File: src/sv/sdm_pkg.sv
// shared types and constants for the dual generator sound mixer
`timescale 1ns / 1ps
`default_nettype none
package sdm_pkg;

  localparam int unsigned WORD_W   = 16;
  localparam int unsigned BIT_W    = 5;
  localparam int unsigned DAC_W    = 6;
  localparam int unsigned IDLE_W   = 8;
  localparam int unsigned BIT_TAPS = 8;
  localparam int unsigned BIT_PTR_W = 3;
  localparam int unsigned BIT_SUM_W = 8;
  localparam int unsigned DAC_SUM_W = 7;
  localparam int unsigned MIX_W    = 9;
  localparam int unsigned OUT_W    = 7;

  localparam logic [WORD_W-1:0] EV_BIT_ON  = 16'h8100;
  localparam logic [WORD_W-1:0] EV_BIT_OFF = 16'h8000;
  localparam logic [WORD_W-1:0] EV_NONE    = 16'hFFFF;

  localparam logic [BIT_W-1:0]     BIT_HIGH = 5'd31;
  localparam logic [BIT_SUM_W-1:0] BIT_MID  = 8'd120;
  localparam logic [DAC_SUM_W-1:0] DAC_MID  = 7'd62;

  // decoded event for one sample step
  typedef struct packed {
    logic step;
    logic bit_hit;
    logic bit_on;
    logic dac_hit;
    logic [DAC_W-1:0] dac_value;
  } sdm_evt_t;

endpackage
`default_nettype wire

File: src/sv/dual_generator_sound_mixer.sv
// top level: input register, event decode, generator mix and result register
// an accepted word passes the input register and then the result register to out_valid
// throughput: one word per cycle unless out_stall holds the result register; the generator
// update lies on the path from the input register to the result register
// reset (rst, synchronous): sound off, levels, windows, pointers and idle counts
// cleared, both pipeline registers empty
`timescale 1ns / 1ps
`default_nettype none
module dual_generator_sound_mixer #(
  parameter int IDLE_LIMIT = 200
) (
  input  wire logic                          clk,
  input  wire logic                          rst,
  // configuration write channel
  input  wire logic                          cfg_valid,
  output logic                               cfg_ready,
  input  wire logic                          sound_enable,
  // event word input
  input  wire logic                          in_valid,
  output logic                               in_stall,
  input  wire logic [sdm_pkg::WORD_W-1:0]    event_word,
  // sample output
  output logic                               out_valid,
  input  wire logic                          out_stall,
  output logic [sdm_pkg::OUT_W-1:0]          sample_out
);

  // enable register, written any time; only changed while idle by contract
  logic enable;

  // input register stage
  logic                       s1_valid;
  logic [sdm_pkg::WORD_W-1:0] s1_word;

  // handshake between stages
  logic out_free;
  logic fire;
  logic in_take;

  sdm_pkg::sdm_evt_t                 evt;
  logic [sdm_pkg::BIT_SUM_W-1:0]     bit_contrib;
  logic [sdm_pkg::DAC_SUM_W-1:0]     dac_contrib;
  logic [sdm_pkg::MIX_W-1:0]         mix;
  logic [sdm_pkg::OUT_W-1:0]         sample_next;

  assign cfg_ready = 1'b1;

  always_ff @(posedge clk) begin
    if (rst) begin
      enable <= 1'b0;
    end else if (cfg_valid && cfg_ready) begin
      enable <= sound_enable;
    end
  end

  // result register frees up when empty or being taken this cycle
  assign out_free = !out_valid || !out_stall;
  assign fire     = s1_valid && out_free;
  assign in_stall = s1_valid && !out_free;
  assign in_take  = in_valid && !in_stall;

  always_ff @(posedge clk) begin
    if (rst) begin
      s1_valid <= 1'b0;
    end else if (in_take) begin
      s1_valid <= 1'b1;
    end else if (fire) begin
      s1_valid <= 1'b0;
    end
  end

  always_ff @(posedge clk) begin
    if (in_take) begin
      s1_word <= event_word;
    end
  end

  // decode the registered word; only advance generators when sound is on
  always_comb begin
    evt.step      = fire && enable;
    evt.bit_hit   = (s1_word == sdm_pkg::EV_BIT_ON) || (s1_word == sdm_pkg::EV_BIT_OFF);
    evt.bit_on    = (s1_word == sdm_pkg::EV_BIT_ON);
    evt.dac_hit   = !evt.bit_hit && (s1_word != sdm_pkg::EV_NONE);
    evt.dac_value = s1_word[sdm_pkg::DAC_W-1:0];
  end

  sdm_bit_gen #(
    .IDLE_LIMIT (IDLE_LIMIT)
  ) u_bit_gen (
    .clk     (clk),
    .rst     (rst),
    .evt     (evt),
    .contrib (bit_contrib)
  );

  sdm_dac_gen #(
    .IDLE_LIMIT (IDLE_LIMIT)
  ) u_dac_gen (
    .clk     (clk),
    .rst     (rst),
    .evt     (evt),
    .contrib (dac_contrib)
  );

  // mix both contributions and scale down by four
  always_comb begin
    mix = sdm_pkg::MIX_W'(bit_contrib) + sdm_pkg::MIX_W'(dac_contrib);
    sample_next = enable ? mix[sdm_pkg::MIX_W-1:2] : '0;
  end

  // result register
  always_ff @(posedge clk) begin
    if (rst) begin
      out_valid <= 1'b0;
    end else if (fire) begin
      out_valid <= 1'b1;
    end else if (!out_stall) begin
      out_valid <= 1'b0;
    end
  end

  always_ff @(posedge clk) begin
    if (fire) begin
      sample_out <= sample_next;
    end
  end

`ifndef SYNTHESIS
  // input side only stalls while a word waits in the input register
  a_stall_needs_word: assert property (@(posedge clk) disable iff (rst)
    in_stall |-> s1_valid)
    else $error("in_stall without a held word");

  // a word processed while sound is off gives silence
  a_silent_when_off: assert property (@(posedge clk) disable iff (rst)
    (fire && !enable) |=> (out_valid && sample_out == '0))
    else $error("nonzero sample while sound is off");

  // mixed sample never exceeds full scale
  a_sample_range: assert property (@(posedge clk) disable iff (rst)
    out_valid |-> (sample_out <= 7'd93))
    else $error("sample out of range");
`endif

endmodule
`default_nettype wire

File: src/sv/sdm_bit_gen.sv
// 1-bit generator: level, 8-sample box window and idle counter
`timescale 1ns / 1ps
`default_nettype none
module sdm_bit_gen #(
  parameter int IDLE_LIMIT = 200
) (
  input  wire logic                            clk,
  input  wire logic                            rst,
  input  wire sdm_pkg::sdm_evt_t               evt,
  output logic [sdm_pkg::BIT_SUM_W-1:0]        contrib
);

  localparam logic [sdm_pkg::IDLE_W-1:0] LIMIT = sdm_pkg::IDLE_W'(IDLE_LIMIT);

  logic [sdm_pkg::BIT_W-1:0]     level;
  logic [sdm_pkg::BIT_W-1:0]     level_next;
  logic [sdm_pkg::BIT_W-1:0]     window [sdm_pkg::BIT_TAPS];
  logic [sdm_pkg::BIT_W-1:0]     window_next [sdm_pkg::BIT_TAPS];
  logic [sdm_pkg::BIT_PTR_W-1:0] ptr;
  logic [sdm_pkg::BIT_PTR_W-1:0] ptr_next;
  logic [sdm_pkg::IDLE_W-1:0]    idle;
  logic [sdm_pkg::IDLE_W-1:0]    idle_eff;
  logic [sdm_pkg::IDLE_W-1:0]    idle_next;
  logic [sdm_pkg::BIT_SUM_W-1:0] sum;

  always_comb begin
    ptr_next   = ptr + 1'b1;
    level_next = level;
    idle_eff   = idle;
    if (evt.bit_hit) begin
      level_next = evt.bit_on ? sdm_pkg::BIT_HIGH : '0;
      idle_eff   = '0;
    end
    sum = '0;
    for (int k = 0; k < sdm_pkg::BIT_TAPS; k++) begin
      window_next[k] = (ptr_next == sdm_pkg::BIT_PTR_W'(k)) ? level_next : window[k];
      sum = sum + sdm_pkg::BIT_SUM_W'(window_next[k]);
    end
    idle_next = (idle_eff < LIMIT) ? idle_eff + 1'b1 : idle_eff;
    contrib   = (idle_eff < LIMIT) ? sum : sdm_pkg::BIT_MID;
  end

  always_ff @(posedge clk) begin
    if (rst) begin
      level <= '0;
      ptr   <= '0;
      idle  <= '0;
      for (int k = 0; k < sdm_pkg::BIT_TAPS; k++) window[k] <= '0;
    end else if (evt.step) begin
      level <= level_next;
      ptr   <= ptr_next;
      idle  <= idle_next;
      for (int k = 0; k < sdm_pkg::BIT_TAPS; k++) window[k] <= window_next[k];
    end
  end

endmodule
`default_nettype wire

File: src/sv/sdm_dac_gen.sv
// 6-bit dac generator: level, 2-sample box window and idle counter
`timescale 1ns / 1ps
`default_nettype none
module sdm_dac_gen #(
  parameter int IDLE_LIMIT = 200
) (
  input  wire logic                            clk,
  input  wire logic                            rst,
  input  wire sdm_pkg::sdm_evt_t               evt,
  output logic [sdm_pkg::DAC_SUM_W-1:0]        contrib
);

  localparam logic [sdm_pkg::IDLE_W-1:0] LIMIT = sdm_pkg::IDLE_W'(IDLE_LIMIT);

  logic [sdm_pkg::DAC_W-1:0]  level;
  logic [sdm_pkg::DAC_W-1:0]  level_next;
  logic [sdm_pkg::DAC_W-1:0]  tap0;
  logic [sdm_pkg::DAC_W-1:0]  tap1;
  logic [sdm_pkg::DAC_W-1:0]  tap0_next;
  logic [sdm_pkg::DAC_W-1:0]  tap1_next;
  logic                       ptr;
  logic                       ptr_next;
  logic [sdm_pkg::IDLE_W-1:0] idle;
  logic [sdm_pkg::IDLE_W-1:0] idle_eff;
  logic [sdm_pkg::IDLE_W-1:0] idle_next;

  always_comb begin
    ptr_next   = ~ptr;
    level_next = evt.dac_hit ? evt.dac_value : level;
    idle_eff   = evt.dac_hit ? '0 : idle;
    tap0_next  = ptr_next ? tap0 : level_next;
    tap1_next  = ptr_next ? level_next : tap1;
    idle_next  = (idle_eff < LIMIT) ? idle_eff + 1'b1 : idle_eff;
    contrib    = (idle_eff < LIMIT)
               ? sdm_pkg::DAC_SUM_W'(tap0_next) + sdm_pkg::DAC_SUM_W'(tap1_next)
               : sdm_pkg::DAC_MID;
  end

  always_ff @(posedge clk) begin
    if (rst) begin
      level <= '0;
      tap0  <= '0;
      tap1  <= '0;
      ptr   <= 1'b0;
      idle  <= '0;
    end else if (evt.step) begin
      level <= level_next;
      tap0  <= tap0_next;
      tap1  <= tap1_next;
      ptr   <= ptr_next;
      idle  <= idle_next;
    end
  end

endmodule
`default_nettype wire
File: config.mk
export PLATFORM = sky130hd
export DESIGN_NAME = dual_generator_sound_mixer
export DESIGN_NICKNAME = d
export VERILOG_FILES = /design/src/sv/sdm_pkg.sv /design/src/sv/dual_generator_sound_mixer.sv /design/src/sv/sdm_bit_gen.sv /design/src/sv/sdm_dac_gen.sv
export SDC_FILE = /design/constraint.sdc
export NUM_CORES = 1
export LEC_CHECK = 0
export ABC_AREA = 1
export BUFFER_PORTS_ARGS = -buffer_cell sky130_fd_sc_hd__buf_4
export CORE_UTILIZATION = 35
export DETAILED_ROUTE_END_ITERATION = 16
export MAX_ROUTING_LAYER = met4
export SLEW_MARGIN = 0
export SYNTH_ARGS = -nofsm -noshare
export SYNTH_HDL_FRONTEND = slang
export SYNTH_SLANG_ARGS = --single-unit
export TNS_END_PERCENT = 30
File: constraint.sdc
create_clock -name clk -period 15.7 [get_ports clk]
set_clock_uncertainty 0.15 [all_clocks]
set_input_delay 1.57 -clock clk [delete_from_list [all_inputs] [get_ports clk]]
set_output_delay 1.57 -clock clk [all_outputs]
set_load 0.005 [all_outputs]
Word level (Yosys, flattened, before mapping):

Memories as Yosys holds them, arrays and structs flattened.
Cells that the tools add are included.

* bits in registers: 69
* bits in writable memories: 40
* input bits: 22
* memories: 1

Memories
* u_bit_gen.window: depth 8, bits a word 5, read ports 8, clocked after memory_dff 0, wr ports 8, RTL line sdm_bit_gen.sv:17 `logic [sdm_pkg::BIT_W-1:0] window [sdm_pkg::BIT_TAPS];`

* add/subtract/negate cells: 12
* $lt $le $gt $ge: 2
* equality and inequality tests: 11
* muxes and demuxes: 36
* bitwise logic cells: 9
* reduce and logical (&&, ||, !) cells: 14

Operators with widths (count)
* two-way mux 5 bit: 18
* adder 8 x 5 -> 8 bit: 6
* two-way mux 8 bit: 5
* equality test 16 bit (second input constant): 2
* two-way mux 6 bit: 3
* adder 8 x 1 -> 8 bit (second input constant): 2
* < comparator 8 bit (second input constant): 2
* != test 16 bit (second input constant): 1
* equality test 3 bit (second input constant): 4
* adder 8 x 7 -> 9 bit: 1
* two-way mux 1 bit: 9
* bitwise OR 1 bit: 8
* adder 6 x 6 -> 7 bit: 1
* two-way mux 7 bit: 1
* adder 5 x 5 -> 6 bit: 1
* equality test 3 x 2 -> 1 bit (second input constant): 2
* logical AND 1 bit: 5
* zero test 1 bit: 5
* adder 3 x 1 -> 3 bit (second input constant): 1
* equality test 3 x 1 -> 1 bit (second input constant): 1
* zero test 3 bit: 1
* logical OR 1 bit: 2
* != test 2 x 1 -> 1 bit (second input constant): 1
* nonzero test 2 bit: 1
* NOT 1 bit: 1

Logic depth before layout (Yosys ltp):

Gate-level depths: netlist (run 1).

* depth after elaboration: 13
* gate-level depth with buffers: 36
* depth with buffers taken out: 35

Cells and area by module:

A second synthesis (run 1) with hierarchy kept.

* cells, all modules: 905
* area total of the unflattened synthesis: 7135.6 um^2

By module, submodules not included
* sdm_bit_gen: instances 1, cells an instance 489, area an instance 4108.9 um^2, seq. area each 1521.5 um^2
* sdm_dac_gen: instances 1, cells an instance 282, area an instance 1736.7 um^2, seq. area each 540.5 um^2
* dual_generator_sound_mixer: instances 1, cells an instance 134, area an instance 1290.0 um^2, seq. area each 750.7 um^2

Worst setup path before layout (run 1):

No wires, ideal clock.

* path kind: reg2reg
* start point: register s1_word[5] in the netlist's numbering
* end point: register sample_out[5] in the netlist's numbering (data pin)
* arrival: 6092 ps
* path slack: 9208 ps
* stages on the path, launching flop included: 33
* path buffers: 1
* path through: edfxtp_1 -> nor2_1 -> nand2_1 -> nor2_4 -> nand2_4 -> buf_4 -> a21oi_2 -> o21ai_0 -> ha_1 -> a21oi_1 -> and2_1 -> xor2_1 -> fa_1 -> fa_1 -> inv_1 -> fa_1 -> inv_1 -> fa_1 -> inv_1 -> ha_1 -> a21oi_1 -> inv_1 -> a31oi_1 -> xor2_1 -> nand2_1 -> ha_1 -> a21o_1 -> a21oi_1 -> nor2_1 -> nor2_1 -> nand3_1 -> nand2_1 -> nor2_1

RTL lines
* start: declaration: RTL line dual_generator_sound_mixer.sv:33 `logic [sdm_pkg::WORD_W-1:0] s1_word;`
* start signal: assignment: RTL line dual_generator_sound_mixer.sv:74 `s1_word <= event_word;`
* end signal: assignment: RTL line dual_generator_sound_mixer.sv:124 `sample_out <= sample_next;`
* end: declaration: RTL line dual_generator_sound_mixer.sv:25 `output logic [sdm_pkg::OUT_W-1:0] sample_out`

==> results.py, run 1 <==
metrics = {
    "global_routing": {
        "grt_antenna_before_repair": 0,
        "grt.busiest_layer": "met2",
        "global_route.usage.met2_pct": 27.53,
        "gr-usage-all-layers_pct": 16.24,
        "total_overflow_reported_by_the_global_router": 0,
        "wire_length_of_the_first_global_routing_pass_um": 24500,
        "grtUsageMet3_pct": 2.154,
        "grt.met1_usage_pct": 19.99,
        "grt_pass1_vias": 5052,
        "grt_start_max_net_pins": 63,
    },
    "routing": {
        "num_vias": 5128,
        "antenna_violating_nets_remaining": 0,
        "wl_per_cell_um": 13.46,
        "detail_route.first_pass.iterations": 5,
        "route.detailed.drc": 0,
        "detail_route.vias_per_cell": 4.748,
        "totalWireLength_um": 14540,
        "first_iter_violations": 358,
    },
    "synth": {
        "syn_nets": 898,
        "yosys_warnings": 0,
        "yosys_most_used_dff": "sky130_fd_sc_hd__edfxtp_1",
        "post_synth_main_area_contributors": "sky130_fd_sc_hd__edfxtp_1 (28%), sky130_fd_sc_hd__dfxtp_1 (14%), sky130_fd_sc_hd__nand2_1 (10%)",
        "synth_cells": 815,
        "post-synth-top-count-cell": "sky130_fd_sc_hd__nand2_1",
        "post_synth_most_frequent_cells": "sky130_fd_sc_hd__nand2_1 (178), sky130_fd_sc_hd__inv_1 (132), sky130_fd_sc_hd__o21ai_0 (88), sky130_fd_sc_hd__nor2_1 (72), sky130_fd_sc_hd__edfxtp_1 (63)",
        "synth_enable_flop_cells": 63,
        "postSynthAreaPerCell_um2": 8.190,
        "synth.top_cell.area_share_pct": 28.34,
        "synthDistinctLibCells": 40,
        "synth.ff_latch_count": 109,
        "mappedNetlistArea_um2": 6675,
        "synth_sequential_area_ratio_pct": 42.14,
        "synth_largest_area_cell": "sky130_fd_sc_hd__edfxtp_1",
        "async_reset_ff_share_pct": 0,
    },
    "clocking": {
        "post_cts_sizing_count": 0,
        "clk_pin_slew_worst_paths_ps": 90,
        "cts-root-to-sink-buffers": 2,
        "clock_sink_count": 109,
        "ctsHoldBuffers": 0,
        "cts-htree-levels": 3,
        "clock_tree_from_tritoncts": "yes",
        "post_cts_buffers": 0,
        "cts-buffers-inserted": 9,
        "worstSkewPairLatency_ps": 370,
        "clk_root_buffer_cell": "sky130_fd_sc_hd__clkbuf_16",
    },
    "sta": {
        "fin_crit_ps": 7157,
        "tightest_slew_ps": 816.3,
        "hold_viol": 0,
        "drv_slew": 0,
        "finalSetupViolCount": 0,
        "post-route-period-util_pct": 45.59,
        "grt_setup_unrepaired": "false",
        "setup-tns-final_ps": 0,
        "max_freq_mhz": 139.7,
        "max_slew_margin_pct": 45.50,
    },
    "setup_path": {
        "reg2reg_setup_slack_ps": 8540,
        "rr_endpoint": "sample_out[5]",
        "end_kind": "register",
        "timing.critical_path.required_ps": 15670,
        "timing.rr.start": "s1_word[5]",
        "critical_path.slowest_cell": "sky130_fd_sc_hd__fa_1",
        "worst_ep_arrival_time_ps": 7130,
        "path_class": "register to register",
        "timing.reg2reg.worst_path_depth": 33,
        "critical_path.max_fanout": 18,
        "path_delay_family": "adder cells",
        "start_kind": "register",
        "critical_path.n_buffers_inverters": 6,
        "critical_path.most_common_cell": "sky130_fd_sc_hd__inv_1",
        "max_stage_delay_ps": 560,
    },
    "cells_and_area": {
        "multi_input_area_um2": 3279,
        "nets": 924,
        "area_growth_syn_to_layout_pct": 11.64,
        "fin_util_pct": 39.84,
        "diodes": 0,
        "drive_above_1_share_pct": 8.983,
        "seq_area_um2": 2813,
        "final.fill_count": 1908,
    },
    "power_and_ir_drop": {
        "power.density_cell_area_nw_per_um2": 123.7,
        "leakage_dissipation_uw": 0.003310,
        "ir_drop_mv": 0.07389,
    },
    "floorplanning": {
        "die_area_um2": 19630,
        "die_w_um": 140.1,
        "coreArea_um2": 18710,
        "core.rowCount": 50,
        "fp.dieH_um": 140.1,
        "io_pins": 32,
        "effective_utilization_at_floorplan_pct": 35.69,
    },
    "worst_hold_path": {
        "hold_path_depth": 2,
        "min-delay-path-class": "register to register",
        "worst_hold_startpoint": "u_bit_gen.idle[2]",
        "hold_path_end": "u_bit_gen.idle[2]",
    },
    "place": {
        "buffer_ports.inserted": 30,
        "place.gp.congestion": 0.8484,
        "place.detailed.hpwl_um": 10490,
    },
    "outcome": {
        "outcome": "complete, no violations",
    },
    "run": {
        "timing.max_cap.violations": 0,
    },
}
==> stage by stage <==
stage          setup slack [ps]  total power [uW]  instance area (um^2)  instances  hold slack, ps
4_1_cts                    8543             927.1                  7452       1080           319.5
6_report                   8543             921.6                  7452       1080           314.4
3_3_place_gp               8659             685.3                  7143       1064           288.9
3_5_place_dp               8586             687.2                  7143       1064           297.1
2_1_floorplan              9208             611.1                  6675        815           273.1
5_1_grt                    8025              1001                  7452       1080           340.1
==> kinds of logic (layout without fill, tap and decap cells) <==
logic type	count (synthesis)	count (layout)	share of synthesized area, %
and+or+nand+nor	322	322	20.88
AOI/OAI and AO/OA	159	159	12.67
buffers and inverters	154	185	8.810
DFF	109	109	42.14
adders and majority gates	61	61	14.25
xor gates and xnor gates	8	8	1.050
other	1	1	0.05618
muxes	1	1	0.1500
==> final cells by class <==
type                       count  share of cell area, %
clock buffer                   9                  3.022
clock inverter                 7                  1.125
inverter                     136                  6.850
multi-input combinational    552                  44.01
sequential                   109                  37.74
tap                          234                  3.929
timing repair buffer          33                  3.324
==> worst reg2reg max path: cells and delay by family, from the launching register on <==
family,cells,cell delay (ps)
fa+ha+maj,7,3060
compound gates,6,1360
simple gates,12,1170
flops,1,430
buf+inv,6,400
xor+xnor,2,360
==> layout by cell type (no fill, tap or decap), types with 2 or more instances in the layout <==
cell type	synthesis	routed
sky130_fd_sc_hd__a21o_1	2	2
sky130_fd_sc_hd__a21oi_1	36	36
sky130_fd_sc_hd__a21oi_2	3	3
sky130_fd_sc_hd__a31oi_1	2	2
sky130_fd_sc_hd__and2_1	20	20
sky130_fd_sc_hd__buf_4	2	33
sky130_fd_sc_hd__clkbuf_16	0	9
sky130_fd_sc_hd__clkinv_8	0	2
sky130_fd_sc_hd__dfxtp_1	46	46
sky130_fd_sc_hd__edfxtp_1	63	63
sky130_fd_sc_hd__fa_1	25	25
sky130_fd_sc_hd__ha_1	36	36
sky130_fd_sc_hd__inv_1	132	132
sky130_fd_sc_hd__inv_2	4	4
sky130_fd_sc_hd__inv_8	0	3
sky130_fd_sc_hd__nand2_1	178	177
sky130_fd_sc_hd__nand2_2	7	8
sky130_fd_sc_hd__nand2_4	2	2
sky130_fd_sc_hd__nand3_1	19	19
sky130_fd_sc_hd__nand4_1	7	7
sky130_fd_sc_hd__nor2_1	72	71
sky130_fd_sc_hd__nor2_2	2	3
sky130_fd_sc_hd__nor3_1	6	6
sky130_fd_sc_hd__o21ai_0	88	88
sky130_fd_sc_hd__o21ai_1	10	10
sky130_fd_sc_hd__o22ai_1	13	13
sky130_fd_sc_hd__o31ai_1	2	2
sky130_fd_sc_hd__or2_1	2	2
sky130_fd_sc_hd__or2_2	2	2
sky130_fd_sc_hd__xor2_1	7	7
==> state kept, by name, summed over array words and instances, names as in the netlist <==
register	flops
u_bit_gen.level	5
s1_valid	1
enable	1
out_valid	1
s1_word	16
u_dac_gen.tap1	6
u_bit_gen.ptr	3
u_dac_gen.level	6
u_dac_gen.ptr	1
sample_out	7
u_bit_gen.window	40
u_dac_gen.tap0	6
u_dac_gen.idle	8
u_bit_gen.idle	8
==> layer usage <==
| layer | part of all wire, % | up-vias |
|---|---|---|
| li1 | - | 2680 |
| met1 | 47 | 2378 |
| met2 | 49 | 55 |
| met3 | 2.2 | 15 |
| met4 | 1.7 | 0 |
| met5 | 0 | - |
==> power breakdown <==
group          internal, uW  leakage (uW)  total (uW)  switching (uW)
registers               316       0.00101         321            4.93
logic                   141       0.00215         362             221
clock network           115      0.000151         238             123
==> worst max-delay path by stage <==
stage,startpoint,to,depth (start not counted)
floorplan,s1_word[5],sample_out[5],32
global placement,s1_word[2],sample_out[5],30
detailed placement,s1_word[5],sample_out[5],33
CTS,s1_word[5],sample_out[5],33
global route,s1_word[0],sample_out[5],33
finish,s1_word[5],sample_out[5],33
Power figures use the tool's default switching activity.
==> inputs of run 2 (changes only) <==
clock period = 7.3 ns   (was 15.7 ns; I/O delays follow)
==> run 2 against run 1 <==
First-iteration DRC count fell by 28%. Flip-flop and latch count unchanged. Utilization grew 0.21 points. Hold slack gained 2.6 ps. Via count rose by 0.47%. Routed wire length rose by 1.2%. Non-clock buffer count increased by 5. Global-route usage is 0.27 points higher. Cell count increased by 0.46%. Clock power grew 100%. Sequential share of layout area fell by 0.20 points. Critical path type unchanged. Largest power group unchanged.
==> results.py, run 2 (synthesized netlist as in run 1, its figures left out) <==
metrics = {
    "outcome": {
        "outcome": "complete, no violations",
    },
    "cells_and_area": {
        "area_growth_syn_to_layout_pct": 12.24,
        "nets": 929,
        "largest_register_ff_count": 40,
        "largest_registers": "u_bit_gen.window: 40 flops, s1_word: 16 flops",
        "diodes": 0,
        "drive_above_1_share_pct": 9.636,
        "layout_commonest_cell": "sky130_fd_sc_hd__nand2_1",
        "layout_common_cells": "sky130_fd_sc_hd__nand2_1 (177), sky130_fd_sc_hd__inv_1 (131), sky130_fd_sc_hd__o21ai_0 (85)",
        "largest-register": "u_bit_gen.window",
        "fin_cells": 1085,
    },
    "power_and_ir_drop": {
        "leakage_dissipation_uw": 0.003300,
        "power.combinational.fraction_pct": 40.1,
        "ir_drop_mv": 0.1828,
        "power.density_cell_area_nw_per_um2": 260.3,
        "cell_internal_power_uw": 1219,
        "power.switching_uw": 730.8,
        "fin_total_pwr_uw": 1950,
        "p_sw_share_pct": 37.48,
        "power.sequential.fraction_pct": 35.4,
        "relative_contribution_of_the_clock_network_to_total_power_pct": 24.6,
    },
    "routing": {
        "wl_per_cell_um": 13.56,
        "route.detailed.drc": 0,
        "num_vias": 5152,
        "detail_route.first_pass.iterations": 4,
        "first_iter_violations": 257,
        "totalWireLength_um": 14710,
        "detail_route.vias_per_cell": 4.748,
        "antenna_violating_nets_remaining": 0,
    },
    "worst_hold_path": {
        "worst_hold_startpoint": "u_bit_gen.idle[2]",
        "min-delay-path-class": "register to register",
        "hold_path_depth": 2,
        "hold_path_end": "u_bit_gen.idle[2]",
    },
    "clocking": {
        "clk_pin_slew_worst_paths_ps": 80,
        "post_cts_buffers": 0,
        "cts-htree-levels": 3,
        "ctsHoldBuffers": 0,
        "clock_sink_count": 109,
        "worstSkewPairLatency_ps": 360,
        "cts-root-to-sink-buffers": 2,
        "cts-buffers-inserted": 9,
        "clk_root_buffer_cell": "sky130_fd_sc_hd__clkbuf_16",
        "clock_tree_from_tritoncts": "yes",
        "post_cts_sizing_count": 0,
    },
    "sta": {
        "fin_crit_ps": 6814,
        "hold_ws_ps": 317.0,
        "tightest_slew_ps": 850.2,
        "setup-tns-final_ps": 0,
        "max_slew_margin_pct": 43.32,
        "finalSetupViolCount": 0,
        "drv_slew": 0,
        "hold_viol": 0,
        "post-route-period-util_pct": 93.34,
        "max_freq_mhz": 146.8,
    },
    "global_routing": {
        "total_overflow_reported_by_the_global_router": 0,
        "grt_pass1_vias": 4897,
        "wire_length_of_the_first_global_routing_pass_um": 24510,
        "gr-usage-all-layers_pct": 16.51,
        "grt_start_max_net_pins": 63,
        "grt_antenna_before_repair": 0,
    },
    "setup_path": {
        "worst_ep_arrival_time_ps": 6790,
        "path_class": "register to register",
        "critical_path.most_common_cell": "sky130_fd_sc_hd__inv_1",
        "timing.rr.start": "s1_word[11]",
        "rr_endpoint": "sample_out[5]",
        "end_kind": "register",
        "timing.critical_path.required_ps": 7280,
        "timing.reg2reg.worst_path_depth": 32,
        "start_kind": "register",
        "max_stage_delay_ps": 540,
        "reg2reg_setup_slack_ps": 490,
        "critical_path.slowest_cell": "sky130_fd_sc_hd__fa_1",
        "critical_path.max_fanout": 18,
    },
    "floorplanning": {
        "die_area_um2": 19630,
        "fp.dieH_um": 140.1,
        "io_pins": 32,
        "core.rowCount": 50,
        "die_w_um": 140.1,
        "coreArea_um2": 18710,
        "effective_utilization_at_floorplan_pct": 35.69,
    },
    "place": {
        "place.detailed.instances": 1069,
        "buffer_ports.inserted": 30,
        "place.detailed.hpwl_um": 10610,
        "place.gp.congestion": 0.8465,
    },
    "run": {
        "timing.max_cap.violations": 0,
    },
}
==> run 2: worst max-delay path by stage <==
stage,from,to,slack (ps)
floorplan,s1_word[5],sample_out[5],810
global placement,s1_word[11],sample_out[5],390
detailed placement,s1_word[11],sample_out[5],340
CTS,s1_word[11],sample_out[5],300
global route,s1_word[11],sample_out[5],-30
finish,s1_word[11],sample_out[5],490
==> run 2: cell type report <==
class | count | area (um^2)
flip-flops and latches | 109 | 2813
inverters | 136 | 510.5
repair buffers | 38 | 285.3
clock buffers | 10 | 229.0
fillers | 1887 | 11210
clock inverters | 6 | 46.29
multi-input cells | 552 | 3316
well taps | 234 | 292.8
==> run 2: power by group through the flow <==
stage | combinational (uW) | sequential (uW) | clock, uW
after floorplan | 613 | 701 | 0
after global placement | 771 | 704 | 0
after detailed placement | 768 | 704 | 0
after CTS | 777 | 690 | 489
after global routing | 914 | 693 | 513
final | 781 | 690 | 479
==> run 2: worst max-delay path: cells and delay by family (launching register included) <==
| kind | cells | cell delay, ps |
|---|---|---|
| AND/OR/NAND/NOR | 10 | 1180 |
| flip-flops | 1 | 450 |
| XOR/XNOR | 1 | 180 |
| buffers and inverters | 7 | 490 |
| adder cells (fa/ha/maj) | 7 | 3020 |
| AO/OA/AOI/OAI | 7 | 1120 |
==> run 2: metal layers <==
layer  vias up  GRT usage (%)  routed length [um]
li1       2697              -                   -
met3        15          3.248                 473
met1      2377          20.95                6985
met4         0          4.743                 247
met2        63          26.68                7006
met5         -              -                   0
==> run 2: stage by stage <==
step / area [um^2] / utilization (%) / setup slack, ps
CTS: 7456 / 39.86 / 304.6
global route: 7492 / 40.05 / -29.71
detailed placement: 7181 / 38.39 / 343.9
finish: 7492 / 40.05 / 486.3
global placement: 7181 / 38.39 / 392.5
floorplan: 6675 / - / 807.5
==> inputs of run 3 (changes only) <==
CELL_PAD_IN_SITES_DETAIL_PLACEMENT = 1   (was unset)
CELL_PAD_IN_SITES_GLOBAL_PLACEMENT = 1   (was unset)
CORE_MARGIN = 5   (was unset)
CORE_UTILIZATION = 47   (was 35)
PLACE_DENSITY_LB_ADDON = 0.1   (was unset)
==> run 3 against run 2 <==
Hold slack better by 14 ps. Flip-flop and latch count is the same. Setup slack got worse by 97 ps. Via count rose by 6.7%. Fmax shrank 1.4%. Cell count is 4.4% lower. Non-clock buffer count grew 6. Cell area increased by 0.52%. Critical path type unchanged. Critical endpoint unchanged. Largest power group unchanged.
==> results.py, run 3 (synthesized netlist as in run 1, its figures left out) <==
metrics = {
    "floorplanning": {
        "io_pins": 32,
        "effective_utilization_at_floorplan_pct": 48.09,
        "core.rowCount": 43,
        "die_area_um2": 16690,
        "die_w_um": 129.2,
        "fp.dieH_um": 129.2,
        "coreArea_um2": 13880,
    },
    "setup_path": {
        "timing.reg2reg.worst_path_depth": 33,
        "start_kind": "register",
        "critical_path.slowest_cell": "sky130_fd_sc_hd__fa_1",
        "critical_path.most_common_cell": "sky130_fd_sc_hd__inv_1",
        "worst_ep_arrival_time_ps": 6970,
        "reg2reg_setup_slack_ps": 390,
        "timing.critical_path.required_ps": 7360,
        "path_class": "register to register",
        "setup.worst_path.end": "sample_out[5]",
        "max_stage_delay_ps": 560,
        "worst_setup_path_startpoint": "s1_word[0]",
        "end_kind": "register",
        "critical_path.max_fanout": 7,
        "rr_endpoint": "sample_out[5]",
        "timing.rr.start": "s1_word[0]",
    },
    "global_routing": {
        "total_overflow_reported_by_the_global_router": 0,
        "grt_antenna_before_repair": 0,
        "wire_length_of_the_first_global_routing_pass_um": 28870,
        "grt_pass1_vias": 5919,
        "gr-usage-all-layers_pct": 22.39,
        "grt_start_max_net_pins": 64,
    },
    "sta": {
        "max_freq_mhz": 144.7,
        "max_slew_margin_pct": 45.21,
        "finalSetupViolCount": 0,
        "hold_viol": 0,
        "post-route-period-util_pct": 94.66,
        "fin_crit_ps": 6910,
        "drv_slew": 0,
        "tightest_slew_ps": 821.9,
        "hold_ws_ps": 331.2,
        "setup-tns-final_ps": 0,
    },
    "cells_and_area": {
        "final_cell_area_um2": 7531,
        "largest-register": "u_bit_gen.window",
        "largest_registers": "u_bit_gen.window: 40 flops, s1_word: 16 flops",
        "multi_input_area_um2": 3359,
        "largest_register_ff_count": 40,
        "layout_commonest_cell": "sky130_fd_sc_hd__nand2_1",
        "final.fill_count": 1682,
        "layout_common_cells": "sky130_fd_sc_hd__nand2_1 (177), sky130_fd_sc_hd__inv_1 (129), sky130_fd_sc_hd__o21ai_0 (82)",
        "nets": 935,
        "area_growth_syn_to_layout_pct": 12.82,
        "seq_area_um2": 2813,
        "drive_above_1_share_pct": 11.79,
        "diodes": 0,
    },
    "outcome": {
        "outcome": "complete, no violations",
    },
    "routing": {
        "detail_route.first_pass.iterations": 4,
        "wl_per_cell_um": 16.76,
        "antenna_violating_nets_remaining": 0,
        "first_iter_violations": 281,
        "met1Wirelength_um": 7792,
        "totalWireLength_um": 17380,
        "route.met2.wl_um": 9085,
        "num_vias": 5497,
        "routed.top_layer": "met4",
        "route.detailed.drc": 0,
        "detail_route.vias_per_cell": 5.301,
        "routed-wl-met3_um": 304,
    },
    "power_and_ir_drop": {
        "leakage_dissipation_uw": 0.003358,
        "ir_drop_mv": 0.2347,
        "power.density_cell_area_nw_per_um2": 272.3,
        "fin_total_pwr_uw": 2051,
    },
    "clocking": {
        "clk_root_buffer_cell": "sky130_fd_sc_hd__clkbuf_16",
        "ctsHoldBuffers": 0,
        "cts-root-to-sink-buffers": 2,
        "clk_pin_slew_worst_paths_ps": 80,
        "cts-htree-levels": 3,
        "worstSkewPairLatency_ps": 360,
        "cts-buffers-inserted": 9,
        "clock_sink_count": 109,
        "clock_tree_from_tritoncts": "yes",
    },
    "place": {
        "placement.cell_area_um2": 7126,
        "buffer_ports.inserted": 30,
        "place.detailed.hpwl_um": 12840,
        "place.gp.congestion": 0.8774,
    },
    "worst_hold_path": {
        "min-delay-path-class": "register to register",
    },
    "run": {
        "timing.max_cap.violations": 0,
    },
}
-- run 3: cell types whose count changed in the layout (fill, tap and decap cells not counted), sizes merged --
cell | previous run | this run
inv | 139 | 140
clkinvlp | 1 | 0
buf | 38 | 44
-- run 3: cell type report --
| cell class | instances | share of cell area (%) |
|---|---|---|
| clock buffer | 10 | 3.173 |
| multi-input combinational | 552 | 44.61 |
| inverter | 136 | 6.779 |
| clock inverter | 6 | 0.7144 |
| timing repair buffer | 44 | 4.386 |
| sequential | 109 | 37.35 |
| tap | 180 | 2.991 |
-- run 3: worst min-delay path by stage --
| stage | cells after the start | end | slack, ps | from |
|---|---|---|---|---|
| 6_report | 2 | u_dac_gen.level[2] | 330 | u_dac_gen.level[2] |
| 5_1_grt | 2 | u_dac_gen.level[2] | 360 | u_dac_gen.level[2] |
| 4_1_cts | 2 | u_bit_gen.level[3] | 330 | u_bit_gen.level[3] |
| 3_5_place_dp | 2 | u_bit_gen.level[3] | 310 | u_bit_gen.level[3] |
| 3_3_place_gp | 2 | u_dac_gen.tap0[1] | 290 | u_dac_gen.tap0[1] |
| 2_1_floorplan | 2 | u_dac_gen.tap0[1] | 270 | u_dac_gen.tap0[1] |
-- run 3: per-layer routing --
layer	global-route usage, %	vias up
li1	-	2710
met1	27.77	2725
met2	39.18	50
met3	2.185	12
met4	5.991	0
met5	-	-
-- run 3: per-stage QoR --
| step | util (%) | worst slack [ps] | std cells |
|---|---|---|---|
| global route | 54.25 | -19.86 | 1037 |
| global placement | 51.33 | 320.7 | 1017 |
| finish | 54.25 | 389.7 | 1037 |
| CTS | 53.50 | 57.85 | 1033 |
| floorplan | - | 807.5 | 815 |
| detailed placement | 51.33 | 85.46 | 1017 |
-- run 3: power breakdown --
part	internal (uW)	leakage [uW]	switching [uW]
combinational	343	0.00220	525
sequential	679	0.00101	10.6
clock	248	0.000147	246
total	1270	0.00336	781
-- run 3: critical path, delay by kind of cell (launching register included) --
kind / cells / cell delay, ps
AND/OR/NAND/NOR: 11 / 1410
XOR/XNOR: 1 / 170
flip-flops: 1 / 420
adder cells (fa/ha/maj): 7 / 3000
AO/OA/AOI/OAI: 7 / 1120
buffers and inverters: 7 / 500
-- run 3: what timing repair did --
| item | 4_1_cts | 5_1_grt |
|---|---|---|
| buffers inserted | 0 | 4 |
| pin swaps | 0 | 8 |
| setup endpoints to repair | 1 | 4 |
| gates resized for setup | 1 | 23 |
